<file path="src/rtl/core/pas_pkg.sv">
// Shared widths, input kind codes and inter-module structs for the priority aging scheduler.
`timescale 1ns / 1ps

package pas_pkg;

  localparam int KIND_W = 2;
  localparam int SLOT_W = 4;
  localparam int TIME_W = 16;
  localparam int PRI_W  = 8;

  localparam logic [KIND_W-1:0] KIND_CLEAR = 2'd0;
  localparam logic [KIND_W-1:0] KIND_LOAD  = 2'd1;
  localparam logic [KIND_W-1:0] KIND_TICK  = 2'd2;

  localparam logic [TIME_W-1:0] TIME_MAX     = 16'hFFFF;
  localparam logic [TIME_W-1:0] AGING_RESET  = 16'd5;
  localparam logic [PRI_W-1:0]  PRI_FLOOR    = 8'd1;

  // Saturating count of slots with work left: none, one, or more than one.
  localparam logic [1:0] PEND_NONE = 2'd0;
  localparam logic [1:0] PEND_ONE  = 2'd1;
  localparam logic [1:0] PEND_MANY = 2'd2;

  // Commands broadcast from the top level to every cell.
  typedef struct packed {
    logic              clear;
    logic              load;
    logic              tick;
    logic              commit;
    logic [SLOT_W-1:0] slot;
    logic [SLOT_W-1:0] sel;
    logic [TIME_W-1:0] now;
    logic [TIME_W-1:0] interval;
    logic [TIME_W-1:0] arrival;
    logic [TIME_W-1:0] burst;
    logic [PRI_W-1:0]  prio;
  } pas_ctrl_t;

  // Running best candidate handed from cell to cell.
  typedef struct packed {
    logic              found;
    logic [SLOT_W-1:0] idx;
    logic [PRI_W-1:0]  pri;
    logic              last;
    logic [1:0]        pend;
  } pas_cand_t;

endpackage

</file>
<file path="src/rtl/core/pas_cell.sv">
// One process slot of the scheduler chain: slot state, aging and one stage of the minimum search.
`timescale 1ns / 1ps

module pas_cell import pas_pkg::*; #(
  parameter int INDEX = 0
) (
  input  logic      clk,
  input  logic      rst,
  input  pas_ctrl_t ctrl,
  input  pas_cand_t cand_in,
  output pas_cand_t cand_out
);

  logic              loaded;
  logic              ready;
  logic [TIME_W-1:0] arrival;
  logic [TIME_W-1:0] remaining;
  logic [PRI_W-1:0]  priority_val;
  logic [TIME_W-1:0] last_aging;

  logic              hit_load;
  logic              mine;
  logic              arrive;
  logic              ready_tick;
  logic              age;
  logic [TIME_W-1:0] waited;
  logic [PRI_W-1:0]  pri_aged;
  logic              busy;
  logic              take;
  pas_cand_t         cand_next;

  always_comb begin
    hit_load   = ctrl.load && (int'(ctrl.slot) == INDEX);
    mine       = ctrl.commit && (int'(ctrl.sel) == INDEX);
    arrive     = loaded && !ready && (remaining != '0) && (arrival == ctrl.now);
    ready_tick = ready || arrive;
    waited     = ctrl.now - last_aging;
    age        = ready_tick && (waited >= ctrl.interval);
    pri_aged   = (priority_val > PRI_FLOOR) ? priority_val - PRI_FLOOR : PRI_FLOOR;
    busy       = loaded && (remaining != '0);
  end

  always_ff @(posedge clk) begin
    if (rst) begin
      loaded <= 1'b0;
      ready  <= 1'b0;
    end else if (ctrl.clear) begin
      loaded <= 1'b0;
      ready  <= 1'b0;
    end else if (hit_load) begin
      loaded <= 1'b1;
      ready  <= 1'b0;
    end else if (ctrl.tick) begin
      ready <= ready_tick;
    end else if (mine && (remaining == TIME_W'(1))) begin
      ready <= 1'b0;
    end
  end

  always_ff @(posedge clk) begin
    if (hit_load) begin
      arrival      <= ctrl.arrival;
      remaining    <= ctrl.burst;
      priority_val <= ctrl.prio;
      last_aging   <= ctrl.arrival;
    end else if (ctrl.tick && age) begin
      priority_val <= pri_aged;
      last_aging   <= ctrl.now;
    end else if (mine) begin
      remaining <= remaining - TIME_W'(1);
    end
  end

  // Strict compare keeps the earlier, lower-indexed slot on a tie.
  always_comb begin
    take      = ready && (!cand_in.found || (priority_val < cand_in.pri));
    cand_next = cand_in;
    if (take) begin
      cand_next.found = 1'b1;
      cand_next.idx   = SLOT_W'(INDEX);
      cand_next.pri   = priority_val;
      cand_next.last  = (remaining == TIME_W'(1));
    end
    if (busy) begin
      cand_next.pend = (cand_in.pend == PEND_NONE) ? PEND_ONE : PEND_MANY;
    end
  end

  always_ff @(posedge clk) begin
    if (rst) begin
      cand_out <= '0;
    end else begin
      cand_out <= cand_next;
    end
  end

endmodule

</file>
<file path="config.mk">
export PLATFORM = sky130hd
export DESIGN_NAME = pas_cell
export DESIGN_NICKNAME = d
export VERILOG_FILES = /design/src/rtl/core/pas_pkg.sv /design/src/rtl/core/pas_cell.sv
export SDC_FILE = /design/constraint.sdc
export NUM_CORES = 1
export LEC_CHECK = 0
export ABC_AREA = 0
export ABC_CLOCK_PERIOD_IN_PS = 3700
export CORE_ASPECT_RATIO = 2
export CORE_UTILIZATION = 50
export CTS_BUF_LIST = sky130_fd_sc_hd__clkbuf_16
export DETAILED_ROUTE_END_ITERATION = 10
export DONT_BUFFER_PORTS = 1
export MAX_ROUTING_LAYER = met4
export PLACE_DENSITY_LB_ADDON = 0.3
export SLEW_MARGIN = 20
export SYNTH_ARGS = -nofsm -noshare
export SYNTH_HDL_FRONTEND = slang
export SYNTH_SLANG_ARGS = --single-unit
</file>
<file path="constraint.sdc">
create_clock -name clk -period 3.7 [get_ports clk]
set_input_delay 0.185 -clock clk [delete_from_list [all_inputs] [get_ports clk]]
set_output_delay 0.185 -clock clk [all_outputs]
set_load 0.02 [all_outputs]
</file>
Word-level counts from Yosys, hierarchy flattened
Index checks and enable logic that the tools add are counted.
{"block": "op_classes", "order_cmp": 3, "mux": 13, "reduce_logical": 25, "add_sub_neg": 3, "eq_ne": 3}
{"op": "16-bit 2-to-1 mux", "n": 5}
{"op": "8-bit 2-to-1 mux", "n": 3}
{"op": "16-bit by 1-bit == test with 1-bit output, second input constant", "n": 1}
{"op": "16-bit == test", "n": 1}
{"op": "16-bit greater-or-equal comparator", "n": 1}
{"op": "16-bit nonzero test", "n": 1}
{"op": "16-bit by 1-bit subtractor with 16-bit output, second input constant", "n": 1}
{"op": "16-bit subtractor", "n": 1}
{"op": "14-bit 2-to-1 mux", "n": 1}
{"op": "1-bit logical AND", "n": 10}
{"op": "8-bit by 1-bit > comparator with 1-bit output, second input constant", "n": 1}
{"op": "4-bit logical NOT", "n": 2}
{"op": "8-bit < comparator", "n": 1}
{"op": "8-bit by 1-bit subtractor with 8-bit output, second input constant", "n": 1}
{"op": "2-bit nonzero test", "n": 3}
{"op": "2-bit 2-to-1 mux", "n": 2}
{"op": "2-bit OR reduction", "n": 2}
{"op": "3-bit OR reduction", "n": 1}
{"op": "1-bit logical NOT", "n": 2}
{"op": "2-bit logical NOT", "n": 1}
{"op": "1-bit logical OR", "n": 2}
{"op": "1-bit 2-to-1 mux", "n": 2}
{"op": "2-bit != test, second input constant", "n": 1}
{"op": "2-bit AND reduction", "n": 1}
{"block": "word_totals", "in_bits": 102, "word_cells": 58, "out_inout_bits": 16, "reg_bits": 74}

Depth between registers and ports, before layout
{"block": "logic_depth", "depth_word": 9, "ltp_mapped": 16}

Worst setup path before layout
No wires, ideal clock.
{"block": "synth_path", "path_type": "register to register", "startpoint": "reg last_aging[1]", "endpoint": "reg last_aging[0] (enable)", "path_buffers": 0, "path_stages_with_launch": 15, "slack_ns": 0.223, "arrival_time_ns": 3.052, "required_time_ns": 3.275, "path_cell_list": "edfxtp_1 -> inv_1 -> ha_1 -> nor2b_1 -> o31a_1 -> o2111ai_1 -> nand2_1 -> a221oi_1 -> xnor2_1 -> ha_1 -> a21o_1 -> a21o_1 -> a21oi_1 -> a21o_1 -> nand2_1"}
{"block": "synth_between", "elab_chain_cells": 5}
{"item": "start: declaration", "line": "pas_cell.sv:19", "source": "logic [TIME_W-1:0] last_aging;"}
{"item": "start signal: assignment", "line": "pas_cell.sv:65", "source": "last_aging <= ctrl.arrival;"}
{"item": "start signal: assignment", "line": "pas_cell.sv:68", "source": "last_aging <= ctrl.now;"}
{"item": "16-bit subtractor", "line": "pas_cell.sv:37", "source": "waited = ctrl.now - last_aging;"}
{"item": "16-bit greater-or-equal comparator", "line": "pas_cell.sv:38", "source": "age = ready_tick && (waited >= ctrl.interval);"}
{"item": "1-bit logical AND", "line": "pas_cell.sv:38"}
{"item": "1-bit logical AND", "line": "pas_cell.sv:66", "source": "end else if (ctrl.tick && age) begin"}
{"item": "2-bit nonzero test (no line)"}
No other way between the ends.
A chain may end at the register's enable or synchronous reset.

Final worst setup path
{"block": "layout_path", "startpoint": "reg last_aging[1]", "endpoint": "reg remaining[0] (enable)"}
{"block": "layout_between", "elab_chain_cells": 6}
{"item": "16-bit subtractor", "line": "pas_cell.sv:37"}
{"item": "16-bit greater-or-equal comparator", "line": "pas_cell.sv:38"}
{"item": "1-bit logical AND", "line": "pas_cell.sv:38"}
{"item": "1-bit logical AND", "line": "pas_cell.sv:66"}
{"item": "2-bit != test (no line)"}
{"item": "2-bit AND reduction (no line)"}
{"item": "end signal: assignment", "line": "pas_cell.sv:63", "source": "remaining <= ctrl.burst;"}
{"item": "end signal: assignment", "line": "pas_cell.sv:70", "source": "remaining <= remaining - TIME_W'(1);"}
{"item": "end: declaration", "line": "pas_cell.sv:17", "source": "logic [TIME_W-1:0] remaining;"}
No other way between the ends.

==> flow_summary_export.csv <==
group,metric,value,unit
status,status,"complete, but fails checks",
status,violations,"design-rule violations",
worst_hold_path,min_path_type,"in -> reg",
critical_path,slowest_stage,"edfxtp_1",
routing,wl_per_cell,18.9,um
cts,post-cts-setup-buffers,0,
sta,hold_violations,0,
cts,cts_tree,"built",
sta,worstMarginPinSlew,0.710,ns
job,maxCapViolations,0,
routing,drt_wl_total,12000,um
cts,clock_sinks,74,
logic_synthesis,syn_avg_cell_area,9.61,um^2
routing,drc,6,
logic_synthesis,netlist_area,4770,um^2
global_routing,grt_antenna_before_repair,0,
critical_path,start_kind,"flip-flop",
place,place.gp.congestion,0.904,
final_layout,final_nets,669,
cts,cts.path.max_buffers,2,
power,ir_worst_vdd,0.361,mV
critical_path,worst_ep_required_time,3.74,ns
global_routing,grt_max_degree,43,
power,leakage,2.18,nW
sta,setup_ws,0.150,ns
global_routing,grt_util_all_layers,0.257,
floorplan,num_rows,50,
sta,slew_violations,0,
final_layout,drive_gt1_frac,0.0737,
sta,max_freq,282,MHz
routing,num_vias,3700,
sta,maxSlewHeadroom,0.526,
logic_synthesis,ys_warn_count,0,
final_layout,n_antenna_cell,0,
global_routing,grt_pass1_vias,3861,
logic_synthesis,synthArstFlopShare,0,
place,place_worst_setup_slack,0.0940,ns
final_layout,final_common_cell,"nand2_1",
sta,setup_viol,0,
cts,htree_levels,3,
routing,ant_nets,0,
place,hpwlAfterDp,9140,um
logic_synthesis,synth_seq_area_share,0.428,
floorplan,core,9320,um^2
logic_synthesis,synth_top_area_share,0.352,
critical_path,crit_chain,"inv_1 > ha_1 > nor2b_1 > o31a_1 > o21ai_0 > nand2b_1 > a21boi_2 > xnor2_1 > ha_1 > a21oi_1 > o21ai_0 > a21oi_2 > a2bb2oi_1 > a21o_1 > a31o_2 > buf_12",
cts,cts_made_buffers,9,
sta,fin_crit_sh,0.959,
worst_hold_path,holdPathStages,1,
sta,rsz0062_at_grt,"false",
final_layout,area_delta_synth_final,15.1,%
cts,worst_skew_pair.late_latency,0.33,ns
logic_synthesis,synth_edf_count,56,
logic_synthesis,synth.distinct_cells,54,
place,port_buffers,0,
power,cellPowerDensity,385,nW/um^2
logic_synthesis,synth_fp_nets,642,
critical_path,crit_path_end_kind,"flip-flop",
critical_path,r2r_slack,0.15,ns
critical_path,crit_arrival,3.59,ns
floorplan,fp.dieArea,9970,um^2
logic_synthesis,yosysTopAreaCell,"edfxtp_1",
cts,cts-root-buf,"clkbuf_16",
critical_path,critPathKind,"reg -> reg",
floorplan,die_y,140,um
logic_synthesis,yosys-top-cells-area,"edfxtp_1, ha_1, dfxtp_1",
critical_path,worstRegToRegCells,16,
sta,tns,0,ns
logic_synthesis,ys_ff_latch,74,
routing,dr.pass1.iters,9,
floorplan,ios,118,
routing,first_iter_violations,126,
logic_synthesis,syn-instance-count,497,
critical_path,max_stage_delay,0.42,ns
logic_synthesis,synth_ff_type,"edfxtp_1",
global_routing,grt_pass1_wl,18400,um
floorplan,die_w,71.1,um
floorplan,initial_utilization,0.512,
cts,path_clk_slew,0.06,ns
sta,period_needed,3.55,ns
global_routing,overflow,0,
final_layout,layout_common_cells,"nand2_1, edfxtp_1, inv_1",
sta,fin_skew,0.00778,ns
routing,vias_per_cell,5.85,
critical_path,cp_max_fo,16,
[flip-flops by register name, summed over array words and instances, names as in the netlist]
signal,cells
arrival,16
cand_out,16
last_aging,16
remaining,16
priority_val,8
loaded,1
ready,1
[cell type report]
| type | count | area, um^2 |
|---|---|---|
| clock inverter | 6 | 63.8 |
| fill | 824 | 3830 |
| clock buffer | 10 | 250 |
| multi-input combinational | 363 | 2530 |
| tap | 104 | 130 |
| timing repair buffer | 29 | 303 |
| inverter | 47 | 176 |
| sequential | 74 | 2040 |
[cell families after synthesis]
logic type | after synthesis | synth area share
buffers and inverters | 60 | 0.0487
and+or+nand+nor | 161 | 0.162
DFF | 74 | 0.428
AOI/OAI and AO/OA | 109 | 0.155
muxes | 4 | 0.00839
adders and majority gates | 43 | 0.114
xor gates and xnor gates | 46 | 0.0844
[metrics by stage]
step / std cells / power [mW] / utilization / hold WS, ns / instance area, um^2
after global placement: 593 / 1.19 / 0.527 / 0.263 / 4910
after CTS: 632 / 2.13 / 0.585 / 0.000693 / 5460
final: 633 / 2.12 / 0.590 / 0.0119 / 5500
after detailed placement: 593 / 1.19 / 0.527 / 0.263 / 4910
after floorplan: 497 / 1.13 / - / 0.264 / 4770
after global routing: 633 / 2.20 / 0.590 / 0.00206 / 5500
[critical path, delay by kind of cell (launching register included)]
family | cells | cell delay, ns
AO/OA/AOI/OAI | 9 | 1.69
adder cells (fa/ha/maj) | 2 | 0.51
flip-flops | 1 | 0.42
AND/OR/NAND/NOR | 2 | 0.27
buffers and inverters | 2 | 0.24
XOR/XNOR | 1 | 0.14
[worst paths after layout]
check	to	start
min reg2reg	loaded	loaded
max	remaining[0]	last_aging[1]
min	cand_out[14]	cand_in[14]
max reg2reg	remaining[0]	last_aging[1]
[routing by layer]
| layer | vias to the layer above | wire length [um] | track usage |
|---|---|---|---|
| li1 | 1825 | - | - |
| met3 | 41 | 601 | 0.0576 |
| met2 | 126 | 6600 | 0.477 |
| met4 | 0 | 704 | 0.161 |
| met1 | 1708 | 4070 | 0.227 |
| met5 | - | 0 | - |
[synth_stat cells (2+ instances only)]
cell type   n
nand4_1     5
nand2_1    84
a221oi_1    2
a21o_1     10
nand3_1     5
clkbuf_1   12
a21boi_0    2
dfxtp_1    18
xor2_1      8
nor2b_1     3
o31a_1      2
nand2b_1    4
nor2_1     25
nor3_1     10
a31oi_1     6
o21a_1      4
nor3b_1     4
and3_1      2
edfxtp_1   56
o2111ai_1   8
ha_1       42
or3_4       2
and4_1      4
o31ai_1    10
o21ai_0    30
clkinv_1    2
inv_1      45
mux2i_1     4
xnor2_1    38
a21oi_1    23
nor4_1      4
[what timing repair did]
| action | 4_1_cts | 5_1_grt |
|---|---|---|
| setup endpoints to repair | 0 | 40 |
| endpoints found under the hold margin | 34 | 1 |
| hold buffers | 23 | 1 |
| resized for setup | 0 | 9 |
[power breakdown]
group	internal (mW)	total (mW)	switching (mW)
combinational	0.124	0.270	0.146
sequential	0.914	0.938	0.0242
clock	0.562	0.910	0.349
Power figures use the tool's default switching activity.
